File: src/hdl/rsf_pkg.sv
package rsf_pkg;

    typedef enum logic [2:0] {
        MODE_UNDECIDED = 3'd0,
        MODE_LINE      = 3'd1,
        MODE_GET       = 3'd2,
        MODE_POST      = 3'd3,
        MODE_BINARY    = 3'd4
    } mode_t;

    typedef struct packed {
        logic       kind;
        logic [7:0] data_byte;
    } rsf_in_t;

    typedef struct packed {
        logic [7:0] byte_out;
        logic [2:0] message_kind;
        logic       keep_byte;
        logic       drop_previous;
        logic       end_of_message;
        logic       header_error;
    } rsf_out_t;

    localparam logic [7:0] CHAR_STX   = 8'h02;
    localparam logic [7:0] CHAR_LF    = 8'h0A;
    localparam logic [7:0] CHAR_CR    = 8'h0D;
    localparam logic [7:0] CHAR_SPACE = 8'h20;
    localparam logic [7:0] CHAR_PLUS  = 8'h2B;
    localparam logic [7:0] CHAR_COLON = 8'h3A;
    localparam logic [7:0] CHAR_ZERO  = 8'h30;
    localparam logic [7:0] CHAR_NINE  = 8'h39;
    localparam logic [7:0] CHAR_LOW_C = 8'h63;
    localparam logic [3:0] NAME_LEN   = 4'd14;

    function automatic logic [7:0] to_lower(input logic [7:0] c);
        logic [7:0] r;
        r = c;
        if (c >= 8'h41 && c <= 8'h5A)
        begin
            r = c + 8'd32;
        end
        return r;
    endfunction

    function automatic logic [7:0] get_char(input logic [1:0] i);
        logic [7:0] r;
        case (i)
            2'd0:    r = 8'h67;   // g
            2'd1:    r = 8'h65;   // e
            2'd2:    r = 8'h74;   // t
            default: r = 8'h20;   // space
        endcase
        return r;
    endfunction

    function automatic logic [7:0] post_char(input logic [1:0] i);
        logic [7:0] r;
        case (i)
            2'd0:    r = 8'h70;   // p
            2'd1:    r = 8'h6F;   // o
            2'd2:    r = 8'h73;   // s
            default: r = 8'h74;   // t
        endcase
        return r;
    endfunction

    // "content-length"
    function automatic logic [7:0] name_char(input logic [3:0] i);
        logic [7:0] r;
        case (i)
            4'd0:    r = 8'h63;
            4'd1:    r = 8'h6F;
            4'd2:    r = 8'h6E;
            4'd3:    r = 8'h74;
            4'd4:    r = 8'h65;
            4'd5:    r = 8'h6E;
            4'd6:    r = 8'h74;
            4'd7:    r = 8'h2D;
            4'd8:    r = 8'h6C;
            4'd9:    r = 8'h65;
            4'd10:   r = 8'h6E;
            4'd11:   r = 8'h67;
            4'd12:   r = 8'h74;
            4'd13:   r = 8'h68;
            default: r = 8'h00;
        endcase
        return r;
    endfunction

endpackage

File: src/hdl/rsf_len_acc.sv
module rsf_len_acc
    import rsf_pkg::*;
#(
    parameter int LENGTH_BITS = 32
)
(
    input  logic [LENGTH_BITS-1:0] acc,
    input  logic [3:0]             digit,
    output logic [LENGTH_BITS-1:0] acc_next
);

    localparam int WIDE = LENGTH_BITS + 4;

    logic [WIDE-1:0] acc_wide;
    logic [WIDE-1:0] sum_wide;

    // acc*10 + digit; anything above the length field saturates
    assign acc_wide = {4'b0000, acc};
    assign sum_wide = (acc_wide << 3) + (acc_wide << 1) + {{(WIDE-4){1'b0}}, digit};
    assign acc_next = (sum_wide[WIDE-1:LENGTH_BITS] != 4'b0000) ? {LENGTH_BITS{1'b1}}
                                                                : sum_wide[LENGTH_BITS-1:0];

endmodule

File: src/hdl/rsf_framer.sv
module rsf_framer
    import rsf_pkg::*;
#(
    parameter int LENGTH_BITS = 32
)
(
    input  logic     clk,
    input  logic     rst_n,
    input  logic     advance,
    input  rsf_in_t  item,
    output rsf_out_t result
);

    typedef enum logic [2:0] {
        PH_NAME   = 3'd0,
        PH_COLON  = 3'd1,
        PH_SPACE  = 3'd2,
        PH_DIGITS = 3'd3,
        PH_REST   = 3'd4,
        PH_BODY   = 3'd5,
        PH_FAILED = 3'd6
    } phase_t;

    mode_t                  mode_reg, mode_next;
    logic [1:0]             sniff_reg, sniff_next;
    logic [1:0]             match_reg, match_next;
    logic [1:0]             term_reg, term_next;
    logic                   prev_cr_reg, prev_cr_next;
    logic [3:0]             name_idx_reg, name_idx_next;
    phase_t                 phase_reg, phase_next;
    logic [LENGTH_BITS-1:0] length_reg, length_next;
    logic [LENGTH_BITS-1:0] remain_reg, remain_next;
    logic                   line_data_reg, line_data_next;

    logic [7:0]             b;
    logic [7:0]             lb;
    logic [7:0]             term_in;
    logic [2:0]             term_res;
    logic [LENGTH_BITS-1:0] remain_dec;
    logic [LENGTH_BITS-1:0] acc_next;
    logic                   lb_digit;
    logic                   lb_space;
    mode_t                  eff_mode;
    logic                   sniff_hold;
    logic [1:0]             match_new;
    phase_t                 ph_scan;
    logic [LENGTH_BITS-1:0] len_scan;

    // {done, next progress} for the CR LF CR LF search
    function automatic logic [2:0] term_step(input logic [1:0] prog, input logic [7:0] c);
        logic [7:0] want;
        logic [2:0] r;
        want = prog[0] ? CHAR_LF : CHAR_CR;
        if (c == want)
        begin
            if (prog == 2'd3)
            begin
                r = {1'b1, 2'd0};
            end
            else
            begin
                r = {1'b0, prog + 2'd1};
            end
        end
        else
        begin
            r = {1'b0, (c == CHAR_CR) ? 2'd1 : 2'd0};
        end
        return r;
    endfunction

    assign b          = item.data_byte;
    assign lb         = to_lower(b);
    assign term_in    = (eff_mode == MODE_POST) ? lb : b;
    assign term_res   = term_step(term_reg, term_in);
    assign remain_dec = remain_reg - {{(LENGTH_BITS-1){1'b0}}, 1'b1};
    assign lb_digit   = (lb >= CHAR_ZERO) && (lb <= CHAR_NINE);
    assign lb_space   = (lb == CHAR_SPACE) || ((lb >= 8'h09) && (lb <= CHAR_CR));

    rsf_len_acc #(
        .LENGTH_BITS(LENGTH_BITS)
    ) u_len_acc (
        .acc      (length_reg),
        .digit    (lb[3:0]),
        .acc_next (acc_next)
    );

    // mode sniffing: the deciding byte is handled under its new mode
    always_comb
    begin
        eff_mode   = mode_reg;
        sniff_hold = 1'b0;
        match_new  = match_reg & {lb == post_char(sniff_reg), lb == get_char(sniff_reg)};
        if (mode_reg == MODE_UNDECIDED)
        begin
            if (sniff_reg == 2'd0 && b == CHAR_STX)
            begin
                eff_mode = MODE_BINARY;
            end
            else if (match_new == 2'b00)
            begin
                eff_mode = MODE_LINE;
            end
            else if (sniff_reg == 2'd3)
            begin
                eff_mode = match_new[0] ? MODE_GET : MODE_POST;
            end
            else
            begin
                sniff_hold = 1'b1;
            end
        end
    end

    // POST header scan
    always_comb
    begin
        ph_scan       = phase_reg;
        len_scan      = length_reg;
        name_idx_next = name_idx_reg;
        case (phase_reg)
            PH_NAME:
            begin
                if (name_idx_reg < NAME_LEN && lb == name_char(name_idx_reg))
                begin
                    name_idx_next = name_idx_reg + 4'd1;
                    if (name_idx_reg + 4'd1 == NAME_LEN)
                    begin
                        ph_scan = PH_COLON;
                    end
                end
                else
                begin
                    name_idx_next = (lb == CHAR_LOW_C) ? 4'd1 : 4'd0;
                end
            end
            PH_COLON:
            begin
                if (lb == CHAR_COLON)
                begin
                    ph_scan = PH_SPACE;
                end
            end
            PH_SPACE:
            begin
                if (lb_digit)
                begin
                    len_scan = {{(LENGTH_BITS-4){1'b0}}, lb[3:0]};
                    ph_scan  = PH_DIGITS;
                end
                else if (lb == CHAR_PLUS)
                begin
                    ph_scan = PH_DIGITS;
                end
                else if (!lb_space)
                begin
                    ph_scan = PH_REST;
                end
            end
            PH_DIGITS:
            begin
                if (lb_digit)
                begin
                    len_scan = acc_next;
                end
                else
                begin
                    ph_scan = PH_REST;
                end
            end
            default:
            begin
            end
        endcase
    end

    always_comb
    begin
        mode_next      = mode_reg;
        sniff_next     = sniff_reg;
        match_next     = match_reg;
        term_next      = term_reg;
        prev_cr_next   = prev_cr_reg;
        phase_next     = phase_reg;
        length_next    = length_reg;
        remain_next    = remain_reg;
        line_data_next = line_data_reg;
        result         = '0;
        if (item.kind)
        begin
            mode_next      = MODE_UNDECIDED;
            sniff_next     = 2'd0;
            match_next     = 2'b11;
            term_next      = 2'd0;
            prev_cr_next   = 1'b0;
            phase_next     = PH_NAME;
            length_next    = '0;
            remain_next    = '0;
            line_data_next = 1'b0;
        end
        else
        begin
            if (mode_reg == MODE_UNDECIDED && !(sniff_reg == 2'd0 && b == CHAR_STX))
            begin
                match_next = match_new;
            end
            mode_next = eff_mode;
            if (sniff_hold)
            begin
                sniff_next            = sniff_reg + 2'd1;
                result.byte_out       = b;
                result.message_kind   = MODE_UNDECIDED;
                result.keep_byte      = 1'b1;
            end
            else
            begin
                case (eff_mode)
                    MODE_LINE:
                    begin
                        result.byte_out     = b;
                        result.message_kind = MODE_LINE;
                        if (b == CHAR_LF)
                        begin
                            result.drop_previous  = prev_cr_reg;
                            result.end_of_message = line_data_reg;
                            line_data_next        = 1'b0;
                            prev_cr_next          = 1'b0;
                        end
                        else
                        begin
                            result.keep_byte = 1'b1;
                            line_data_next   = 1'b1;
                            prev_cr_next     = (b == CHAR_CR);
                        end
                    end
                    MODE_GET:
                    begin
                        term_next             = term_res[1:0];
                        result.byte_out       = b;
                        result.message_kind   = MODE_GET;
                        result.keep_byte      = 1'b1;
                        result.end_of_message = term_res[2];
                    end
                    MODE_POST:
                    begin
                        result.message_kind = MODE_POST;
                        if (phase_reg == PH_BODY)
                        begin
                            result.byte_out  = b;
                            result.keep_byte = 1'b1;
                            remain_next      = remain_dec;
                            if (remain_dec == '0)
                            begin
                                result.end_of_message = 1'b1;
                                phase_next            = PH_NAME;
                                term_next             = 2'd0;
                                length_next           = '0;
                                remain_next           = '0;
                            end
                        end
                        else if (phase_reg == PH_FAILED)
                        begin
                            result.byte_out = b;
                        end
                        else
                        begin
                            result.byte_out  = lb;
                            result.keep_byte = 1'b1;
                            term_next        = term_res[1:0];
                            phase_next       = ph_scan;
                            length_next      = len_scan;
                            if (term_res[2])
                            begin
                                if (ph_scan == PH_NAME || ph_scan == PH_COLON)
                                begin
                                    result.header_error = 1'b1;
                                    phase_next          = PH_FAILED;
                                end
                                else if (len_scan == '0)
                                begin
                                    result.end_of_message = 1'b1;
                                    phase_next            = PH_NAME;
                                    length_next           = '0;
                                    remain_next           = '0;
                                end
                                else
                                begin
                                    remain_next = len_scan;
                                    phase_next  = PH_BODY;
                                end
                            end
                        end
                    end
                    default:
                    begin
                        result.byte_out     = b;
                        result.message_kind = MODE_BINARY;
                        result.keep_byte    = 1'b1;
                    end
                endcase
            end
        end
    end

    // name index also clears whenever the POST state clears
    logic [3:0] name_idx_final;
    always_comb
    begin
        name_idx_final = name_idx_reg;
        if (item.kind)
        begin
            name_idx_final = 4'd0;
        end
        else if (!sniff_hold && eff_mode == MODE_POST)
        begin
            if (phase_next == PH_NAME && (phase_reg == PH_BODY || result.end_of_message))
            begin
                name_idx_final = 4'd0;
            end
            else if (phase_reg != PH_BODY && phase_reg != PH_FAILED)
            begin
                name_idx_final = name_idx_next;
            end
        end
    end

    always_ff @(posedge clk or negedge rst_n)
    begin
        if (!rst_n)
        begin
            mode_reg      <= MODE_UNDECIDED;
            sniff_reg     <= 2'd0;
            match_reg     <= 2'b11;
            term_reg      <= 2'd0;
            prev_cr_reg   <= 1'b0;
            name_idx_reg  <= 4'd0;
            phase_reg     <= PH_NAME;
            length_reg    <= '0;
            remain_reg    <= '0;
            line_data_reg <= 1'b0;
        end
        else if (advance)
        begin
            mode_reg      <= mode_next;
            sniff_reg     <= sniff_next;
            match_reg     <= match_next;
            term_reg      <= term_next;
            prev_cr_reg   <= prev_cr_next;
            name_idx_reg  <= name_idx_final;
            phase_reg     <= phase_next;
            length_reg    <= length_next;
            remain_reg    <= remain_next;
            line_data_reg <= line_data_next;
        end
    end

endmodule

File: src/hdl/request_stream_framer.sv
// channel   dir  handshake                    payload
// item      in   item_valid / item_ready      rsf_in_t  {kind, data_byte}
// result    out  result_valid / result_ready  rsf_out_t {byte_out .. header_error}
//
// One item per cycle sustained while results are taken; each item's result passes
// through the input register, then the result register.
// The framing state updates in the same cycle an item moves into the result register.
// A stalled result holds in the result register while one more item waits in
// the input register; item_ready drops only when both are full.
// Reset clears the framing state and both valid flags; no clearing pass.
module request_stream_framer
    import rsf_pkg::*;
#(
    parameter int LENGTH_BITS = 32
)
(
    input  logic     clk,
    input  logic     rst_n,
    input  logic     item_valid,
    output logic     item_ready,
    input  rsf_in_t  item,
    output logic     result_valid,
    input  logic     result_ready,
    output rsf_out_t result
);

    rsf_in_t  item_reg;
    logic     item_valid_reg;
    rsf_out_t result_reg;
    rsf_out_t step_result;
    logic     result_valid_reg;
    logic     advance;

    assign advance      = item_valid_reg && (!result_valid_reg || result_ready);
    assign item_ready   = !item_valid_reg || advance;
    assign result_valid = result_valid_reg;
    assign result       = result_reg;

    rsf_framer #(
        .LENGTH_BITS(LENGTH_BITS)
    ) u_framer (
        .clk     (clk),
        .rst_n   (rst_n),
        .advance (advance),
        .item    (item_reg),
        .result  (step_result)
    );

    always_ff @(posedge clk or negedge rst_n)
    begin
        if (!rst_n)
        begin
            item_valid_reg   <= 1'b0;
            result_valid_reg <= 1'b0;
        end
        else
        begin
            if (item_ready)
            begin
                item_valid_reg <= item_valid;
            end
            if (advance)
            begin
                result_valid_reg <= 1'b1;
            end
            else if (result_ready)
            begin
                result_valid_reg <= 1'b0;
            end
        end
    end

    always_ff @(posedge clk)
    begin
        if (item_valid && item_ready)
        begin
            item_reg <= item;
        end
        if (advance)
        begin
            result_reg <= step_result;
        end
    end

    a_advance_fills: assert property (@(posedge clk) disable iff (!rst_n)
        advance |=> result_valid_reg)
        else $error("result register not filled after advance");

    a_item_held: assert property (@(posedge clk) disable iff (!rst_n)
        item_valid_reg && !advance |=> item_valid_reg && $stable(item_reg))
        else $error("pending item lost from input register");

    a_header_error: assert property (@(posedge clk) disable iff (!rst_n)
        result_valid_reg && result_reg.header_error |->
            result_reg.message_kind == MODE_POST && result_reg.keep_byte &&
            !result_reg.end_of_message)
        else $error("header error outside a POST header end");

    a_drop_cr: assert property (@(posedge clk) disable iff (!rst_n)
        result_valid_reg && result_reg.drop_previous |->
            result_reg.message_kind == MODE_LINE && !result_reg.keep_byte &&
            result_reg.byte_out == CHAR_LF)
        else $error("carriage return strip outside a line end");

endmodule

File: config.mk
export PLATFORM = sky130hd
export DESIGN_NAME = request_stream_framer
export DESIGN_NICKNAME = d
export VERILOG_FILES = /design/src/hdl/rsf_pkg.sv /design/src/hdl/rsf_len_acc.sv /design/src/hdl/rsf_framer.sv /design/src/hdl/request_stream_framer.sv
export SDC_FILE = /design/constraint.sdc
export NUM_CORES = 1
export LEC_CHECK = 0
export ABC_AREA = 1
export ABC_CLOCK_PERIOD_IN_PS = 4380
export BUFFER_PORTS_ARGS = -buffer_cell sky130_fd_sc_hd__buf_2
export CAP_MARGIN = 10
export CORE_ASPECT_RATIO = 0.8
export CORE_MARGIN = 5
export CORE_UTILIZATION = 30
export DETAILED_ROUTE_END_ITERATION = 8
export PLACE_DENSITY = 0.52
export SYNTH_ARGS = -nofsm -noshare
export SYNTH_HDL_FRONTEND = slang
export SYNTH_SLANG_ARGS = --single-unit
File: constraint.sdc
create_clock -name clk -period 4.38 [get_ports clk]
set_clock_uncertainty 0.15 [all_clocks]
set_input_delay 0.438 -clock clk [delete_from_list [all_inputs] [get_ports clk]]
set_output_delay 0.438 -clock clk [all_outputs]
set_load 0.05 [all_outputs]
Word level (Yosys, flattened, before mapping)

Memories as Yosys holds them, arrays and structs flattened.
Cells that the tools add are included.

$add $sub $neg: 7
Multipliers: 0
Divide/modulo/power cells: 0
Order comparisons: 7
Equal/unequal tests: 34
Shift operators: 0
Mux-type cells: 103
Bitwise operators: 5
Reduce and logical (&&, ||, !) cells: 49

Operator list:

| kind                  | count |
|---|---|
| $mux 32               | 20 |
| $mux 3                | 24 |
| $logic_not 32->1      | 2 |
| $pmux 32 s2           | 1 |
| $mux 8                | 5 |
| $add 35x33->36        | 1 |
| $add 36x4->36         | 1 |
| $pmux 12 s3           | 1 |
| $sub 32x1->32 const B | 1 |
| $mux 2                | 14 |
| $mux 1                | 26 |
| $eq 8x4->1 const B    | 3 |
| $eq 8x6->1 const B    | 3 |
| $mux 4                | 6 |
| $pmux 7 s3            | 1 |
| $eq 8x7->1            | 2 |
| $eq 8x8->1            | 2 |
| $pmux 5 s3            | 1 |
| $eq 3x2->1 const B    | 4 |
| $logic_not 3->1       | 4 |
| $mux 12               | 1 |
| $ne 3x3->1 const B    | 4 |
| $pmux 3 s4            | 1 |
| $reduce_bool 2->1     | 6 |
| other kinds (39)      | 71 |

Register bits after elaboration: 108
Latch bits: 0
Bits in writable memories: 0
Bits in read-only memories: 112
Word-level logic and storage cells: 226
Memories: 1

Memories:

| memory          | depth | width | rd ports | clocked after memory_dff | write ports | line          | RTL |
|---|---|---|---|---|---|---|---|
| (no name shown) | 16    | 7     | 1        | 0                        | 0           | rsf_pkg.sv:71 | `case (i)` |

Logic depth before layout (Yosys ltp)

Gate-level depths: netlist (run 1).

Depth in word-level cells: 26
Depth in mapped cells: 38

Cells and area by module

Synthesis (run 1) repeated with hierarchy kept, for this count alone.

Cell total of the unflattened synthesis: 1609
Area, all modules: 10874.2 um2

Modules (own cells, without submodules):

| module                | instances | cells an instance | area an instance (um2) |
|---|---|---|---|
| rsf_framer            | 1         | 1002              | 6745.2 |
| rsf_len_acc           | 1         | 571               | 3313.2 |
| request_stream_framer | 1         | 36                | 815.8 |

Worst setup path before layout (run 1)

Ideal clock, no wire load.

Path kind: reg2reg
Start: register item_reg[3] in the netlist's numbering
End: register u_framer.name_idx_reg[0]
Setup time: 116 ps
Arrival time: 3793 ps
Data required time: 4114 ps
Path slack: 321 ps
Stages on the path, launching flop included: 34
Path buffers: 2
Period minus slack after synthesis: 4059 ps
Path through: edfxtp_1 inv_2 fa_1 fa_1 inv_1 nand2_1 nand2_1 nand3_1 nand2_1 nand2_1 nand2_2 nand2_1 nand3_1 nand2_1 nor2_1 buf_4 buf_6 nand3_1 nand2_1 nand2_1 nor2_1 nand2_1 nor2_1 nand2_1 nor2_1 nand3_1 nand3_1 nand2_1 a21oi_2 nand2_2 nand2_1 nand2_2 nand2_1 nand2_1

Cells in the longest elaborated chain, start to end: 25
Elaborated cells between the ends (all ways): 89

Ends and longest elaborated chain:

| item                                                   | line                        | RTL |
|---|---|---|
| from (decl)                                            | request_stream_framer.sv:27 | `rsf_in_t item_reg;` |
| from (signal assigned)                                 | request_stream_framer.sv:77 | `item_reg <= item;` |
| branches (longest 25 deep; another with $add 36x4->36) | --                          |  |
| to (signal assigned)                                   | rsf_framer.sv:349           | `name_idx_reg <= name_idx_final;` |
| to (decl)                                              | rsf_framer.sv:29            | `logic [3:0] name_idx_reg, name_idx_next;` |

Parallel ways; which one is timed is not known. The select of a mux whose other input is x is not followed.
A chain may end at the register's enable or synchronous reset.

Worst setup path in the final report (run 1)

Start: register u_framer.length_reg[20]
End: register u_framer.name_idx_reg[3]

Cells in the longest elaborated chain, start to end: 20
Elaborated cells between the ends (all ways): 33

Ends and longest elaborated chain:

| item                                                       | line              | RTL |
|---|---|---|
| from (decl)                                                | rsf_framer.sv:31  | `logic [LENGTH_BITS-1:0] length_reg, length_next;` |
| from (signal assigned)                                     | rsf_framer.sv:351 | `length_reg <= length_next;` |
| $add 35x33->36                                             | rsf_len_acc.sv:19 | `assign sum_wide = (acc_wide << 3) + (acc_wide << 1) + {{(WIDE-4){1'b0}}, digit};` |
| $add 36x4->36                                              | rsf_len_acc.sv:19 |  |
| $reduce_bool 4->1                                          | rsf_len_acc.sv:20 | `assign acc_next = (sum_wide[WIDE-1:LENGTH_BITS] != 4'b0000) ? {LENGTH_BITS{1'b1}}` |
| $mux 32                                                    | rsf_len_acc.sv:20 |  |
| $mux 32                                                    | rsf_framer.sv:162 | `if (lb_digit)` |
| $pmux 32 s2 *                                              | rsf_framer.sv:121 | `case (phase_reg)` |
| $logic_not 32->1 *                                         | rsf_framer.sv:279 | `else if (len_scan == '0)` |
| $mux 1 / $mux 3 (equally long branches)                    | rsf_framer.sv:279 |  |
| [4 not listed]                                             | --                |  |
| $pmux 1 s3 / $mux 3 (equally long branches)                | rsf_framer.sv:217 | `case (eff_mode)` |
| $mux 2 / $mux 3 (equally long branches)                    | rsf_framer.sv:208 | `if (sniff_hold)` |
| $mux 2 / $mux 3 (equally long branches)                    | rsf_framer.sv:189 | `if (item.kind)` |
| $logic_or 1x1->1 / $logic_not 3->1 (equally long branches) | rsf_framer.sv:316 | `if (phase_next == PH_NAME && (phase_reg == PH_BODY \|\| result.end_of_message))` |
| $logic_and 1x1->1 *                                        | rsf_framer.sv:316 |  |
| $mux 4                                                     | rsf_framer.sv:316 |  |
| $mux 4                                                     | rsf_framer.sv:314 | `else if (!sniff_hold && eff_mode == MODE_POST)` |
| $mux 4                                                     | rsf_framer.sv:310 | `if (item.kind)` |

Every way passes the cells marked *; elsewhere a longest branch is shown, timed or not. The select of a mux whose other input is x is not followed.

==> results of run 1 <==
## kinds of logic after synthesis
kind of cell	after synthesis
adder cells (fa/ha/maj)	80
flip-flops	108
XOR/XNOR	54
AND/OR/NAND/NOR	892
AO/OA/AOI/OAI	199
buffers and inverters	241
## cell type report
type	count	area (sq um)
timing repair buffer	87	723
multi-input combinational	1225	6680
fill	3593	21800
clock inverter	7	83.8
clock buffer	9	225
inverter	208	781
sequential	108	2830
tap	434	543
## metal layers
metal  wire length, um  track usage  up-vias  part of all wire
met5                 0            0        -                 0
li1                  -            -     5175                 -
met3              1910       0.0263       16             0.059
met4               272       0.0281        0            0.0084
met2             11900        0.209      269              0.37
met1             18300        0.289     4702              0.57
## repair_timing
| action | in CTS | in global routing |
|---|---|---|
| setup endpoints to repair | 0 | 6 |
| setup buffers | 0 | 8 |
| resized for setup | 0 | 85 |
## synth_stat cells (all sizes together) (4+ instances only)
library cell	number	area (sq um)
nand2	550	2120
inv	208	781
nor2	185	756
o21ai	104	524
nand3	83	430
dfrtp	82	2050
ha	78	976
a21oi	57	319
xor2	35	307
nand4	27	184
buf	24	175
edfxtp	24	721
nor3	24	141
xnor2	19	166
clkbuf	9	33.8
a31oi	8	50.1
nor4	8	50.1
o22ai	7	43.8
nand3b	6	45.0
a22oi	5	37.5
o211ai	5	37.5
o21bai	4	30.0
## placed cells by master (no fill, tap or decap), types with 35 or more instances in the layout
cell type / n
dfrtp_1: 79
o21ai_0: 54
nand3_1: 69
ha_1: 73
nor2_1: 165
a21oi_1: 43
nand2_1: 494
o21ai_1: 49
buf_4: 48
inv_1: 193
xor2_1: 35
nand2_2: 50
## power by group through the flow
stage / Combinational [mW] / Clock [mW] / Sequential [mW]
after floorplan: 0.565 / 0 / 1.27
after global placement: 0.836 / 0 / 1.22
after detailed placement: 0.840 / 0 / 1.22
after CTS: 0.841 / 0.915 / 1.20
after global routing: 0.955 / 0.952 / 1.21
final: 0.849 / 0.882 / 1.20
## path summary, 6_finish.rpt
kind	startpoint	endpoint	slack, ns	depth (start not counted)
min	rst_n	item_valid_reg	-0.0009	1
min reg2reg	u_framer.prev_cr_reg	u_framer.prev_cr_reg	0.34	2
max	u_framer.length_reg[20]	u_framer.name_idx_reg[3]	0.07	31
min in group clk	item[6]	item_reg[6]	0.08	1
max reg2reg	u_framer.length_reg[20]	u_framer.name_idx_reg[3]	0.07	31
max in group asynchronous	rst_n	u_framer.length_reg[11]	3.10	2
==> flow_summary.toml, run 1 <==
[floorplanning]
rows = 60
die_w_um = 216
initial_core_util = 0.303
dieArea_sq_mm = 0.0378
core_sq_mm = 0.0336
dieHeight_um = 175
ios = 30

[pwr]
powerDensity_mw_per_mm2 = 247
power.share.clock = 0.300
p_sw_frac = 0.386
p_total_mw = 2.93
internal-power_mw = 1.80
seq_power_share = 0.410
ir_worst_vdd_mv = 0.190
combinationalPowerShare = 0.289
p_leak_nw = 6.28
p_sw_mw = 1.13

[global_routing]
antenna_found_initial = 0
grt_pass1_wl_um = 51100
grt_overflow = 0
grt_max_degree = 57
grt_pass1_vias = 9366
track_usage = 0.167

[timing]
rsz0062_at_grt = "true"
finalMaxSlewViolations = 0
timing.final.ws_setup_ns = 0.0696
period_share = 0.984
hold_ws_ns = -0.000935
min_period_ns = 4.31
setup_viol = 0
hold_viol = 1
slew_headroom = 0.387
tightestPinTransition_ns = 0.919
fmax_mhz = 232
setup-tns-final_ns = 0

[placement]
gp_congestion = 0.936
pre_cts_slack_ns = 0.0153
hpwl_um = 25500
place_area_sq_mm = 0.0111
io_buffers = 29
dp_cells = 2048

[cells_and_area]
fin_cells = 2078
utilization = 0.353
fin_area_sq_mm = 0.0119
fin_nets = 1732
area_growth_pct = 16.3
antenna_cells = 0
drive_gt1_frac = 0.147

[synthesis]
syn_nets = 1667
synth_seq_cells = 108
synthesis.area_sq_mm = 0.0102
synth-compound-area-share = 0.109
synth_mux_area_frac = 0
synth-simple-area-share = 0.371
yosysWarnings = 0
yosysSeqAreaShare = 0.277
synth_area_per_cell_sq_um = 6.48
synth_cell_types = 52
synth_top_family_by_area = "simple AND/OR/NAND/NOR gates"
async_flop_share = 0.778
yosys.area_share.adder = 0.0996
synth-xor-area-share = 0.0464
syn_inst = 1574
synth_edf_count = 24
ys.flop_type = "dfrtp_1"

[setup_path]
start_kind = "register"
critPathCaptureType = "register"
cpMaxStageDelayCell = "dfrtp_1"
critPathRequiredTime_ns = 4.50
path_buf_inv = 1
cp_common_cell = "nand2_1"
max_stage_delay_ns = 0.45
crit_type = "register to register"
arrival_ns = 4.43
crit_family = "simple AND/OR/NAND/NOR gates"
worstPathMaxFanout = 7

[clocking]
cts_htree_levels = 3
clock_path_buffers = 2
cts_tree = "yes"
clk_pin_slew_worst_paths_ns = 0.09
clk_latency_ns = 0.38
hold_buffers = 0
clock-root-buffer = "clkbuf_16"
cts_buffers = 9
cts.sinks = 108

[worst_hold_path]
hp-class = "input port to asynchronous set/reset pin"

[detailed_routing]
routed-via-count = 10162
initialDrtViolationCount = 910
route.detailed.drc = 0
postRouteAntennaNets = 0
routedWlPerCell_um = 15.6
drt_pre_antenna_iters = 5
totalWireLength_um = 32400
via_per_inst = 4.89

[status]
outcome = "complete, but fails checks"
violations = "hold timing"

[job]
maxCapViolations = 0
Power figures use the tool's default switching activity.
==> run 2: changes to the inputs <==
CORE_ASPECT_RATIO = 0.9   (was 0.8)
==> flow_summary.toml, run 2 (synthesized netlist as in run 1, its figures left out) <==
[setup_path]
path_buf_inv = 2
r2r-end = "u_framer.name_idx_reg[0]"
reg2reg_depth = 29
max_stage_delay_ns = 0.45
r2r_start = "u_framer.length_reg[21]"
reg2reg_setup_slack_ns = 0.14
crit_type = "register to register"
critPathCaptureType = "register"
start_kind = "register"
cpMaxStageDelayCell = "dfrtp_2"
cp_common_cell = "nand2_1"
crit_family = "simple AND/OR/NAND/NOR gates"
arrival_ns = 4.35
critPathRequiredTime_ns = 4.50
worstPathMaxFanout = 7

[global_routing]
antenna_found_initial = 1
grt_max_degree = 52
grt_pass1_vias = 9212
grt_overflow = 0
grt_pass1_wl_um = 49300
track_usage = 0.162

[clocking]
cts_buffers = 9
cts.sinks = 108
clk_pin_slew_worst_paths_ns = 0.08
clock-root-buffer = "clkbuf_16"
clk_latency_ns = 0.38
cts_htree_levels = 3
cts_tree = "yes"
clock_path_buffers = 2

[detailed_routing]
initialDrtViolationCount = 642
via_per_inst = 4.75
postRouteAntennaNets = 0
routedWlPerCell_um = 14.9
totalWireLength_um = 31200
drt_pre_antenna_iters = 7
routed-via-count = 9956
route.detailed.drc = 0

[timing]
hold_viol = 0
min_period_ns = 4.24
setup-tns-final_ns = 0
timing.final.ws_setup_ns = 0.143
slew_headroom = 0.462
tightestPinTransition_ns = 0.807
fmax_mhz = 236
period_share = 0.967
finalMaxSlewViolations = 0
setup_viol = 0
rsz0062_at_grt = "true"

[pwr]
p_sw_mw = 1.07
combinationalPowerShare = 0.293
internal-power_mw = 1.82
powerDensity_mw_per_mm2 = 240
seq_power_share = 0.417
p_sw_frac = 0.371
power.share.clock = 0.290
p_leak_nw = 6.11
ir_worst_vdd_mv = 0.160

[cells_and_area]
fillers = 3645
fin_nets = 1723
mostFrequentLayoutCell = "nand2_1"
final_cell_mix = "nand2_1, inv_1, nor2_1, nand3_1, dfrtp_1"
fin_cells = 2097
drive_gt1_frac = 0.171
antenna_cells = 0
area_growth_pct = 18.0

[floorplanning]
dieHeight_um = 185
dieArea_sq_mm = 0.0378
core_sq_mm = 0.0338
die_w_um = 204
rows = 64
ios = 30
initial_core_util = 0.302

[worst_hold_path]
hold_path_startpoint = "item[8]"
hold_path_depth = 1
min_to = "item_reg[8]"
hp-class = "input port to register"

[placement]
hpwl_um = 24700
io_buffers = 29
pre_cts_slack_ns = -0.0101
dp_cells = 2067
gp_congestion = 0.906

[status]
outcome = "complete, no violations"

[job]
maxCapViolations = 0
## run 2: layout make-up
| cell class | count | area [sq um] | share of cell area |
|---|---|---|---|
| clock buffers | 11 | 254 | 0.0211 |
| clock inverters | 5 | 38.8 | 0.00322 |
| inverters | 208 | 781 | 0.0649 |
| multi-input cells | 1225 | 6900 | 0.573 |
| flip-flops and latches | 108 | 2840 | 0.236 |
| well taps | 462 | 578 | 0.0480 |
| repair buffers | 78 | 644 | 0.0535 |
## run 2: worst max path at each step
stage	start	to	slack, ns	depth (start not counted)
after CTS	item_reg[3]	u_framer.name_idx_reg[0]	0.01	34
final	u_framer.length_reg[21]	u_framer.name_idx_reg[0]	0.14	29
after detailed placement	item_reg[3]	u_framer.name_idx_reg[2]	-0.01	34
after global routing	u_framer.length_reg[21]	u_framer.name_idx_reg[3]	-0.13	31
after floorplan	item_reg[3]	u_framer.name_idx_reg[0]	0.32	33
after global placement	u_framer.length_reg[13]	u_framer.name_idx_reg[2]	0.1	29
## run 2: power groups by stage
stage | registers [mW] | logic, mW | clock network, mW
finish | 1.21 | 0.848 | 0.838
detailed placement | 1.22 | 0.837 | 0
floorplan | 1.27 | 0.565 | 0
global route | 1.22 | 0.959 | 0.902
CTS | 1.21 | 0.840 | 0.859
global placement | 1.22 | 0.833 | 0
## run 2: routing by layer
layer  track usage  part of all wire  vias to the layer above
met3        0.0212             0.040                       30
met1         0.263              0.55                     4570
met4        0.0311             0.013                        0
met5             0                 0                        -
li1              -                 -                     5160
met2         0.226              0.40                      196
## run 2: repair_timing
| item | 4_1_cts | 5_1_grt |
|---|---|---|
| resized for setup | 4 | 133 |
| pin swaps | 2 | 36 |
| setup buffers | 2 | 9 |
| hold buffers | 1 | 0 |
| endpoints found under the setup margin | 4 | 5 |
| endpoints found under the hold margin | 50 | 0 |
| gates cloned | 1 | 3 |
## run 2: metrics by stage
step	cell area (sq um)	hold slack [ns]	util	total power, mW
floorplan	10200	-0.00759	-	1.83
global placement	11000	0.326	0.327	2.06
detailed placement	11000	0.323	0.327	2.06
CTS	11400	0.0728	0.338	2.90
global route	12000	0.0791	0.356	3.08
finish	12000	0.0850	0.356	2.89
## run 2: worst reg2reg max path, delay by kind of cell (launching register included)
kind | cells | cell delay [ns]
AND/OR/NAND/NOR | 22 | 2.09
adder cells (fa/ha/maj) | 2 | 0.68
AO/OA/AOI/OAI | 3 | 0.54
flip-flops | 1 | 0.45
buffers and inverters | 2 | 0.25
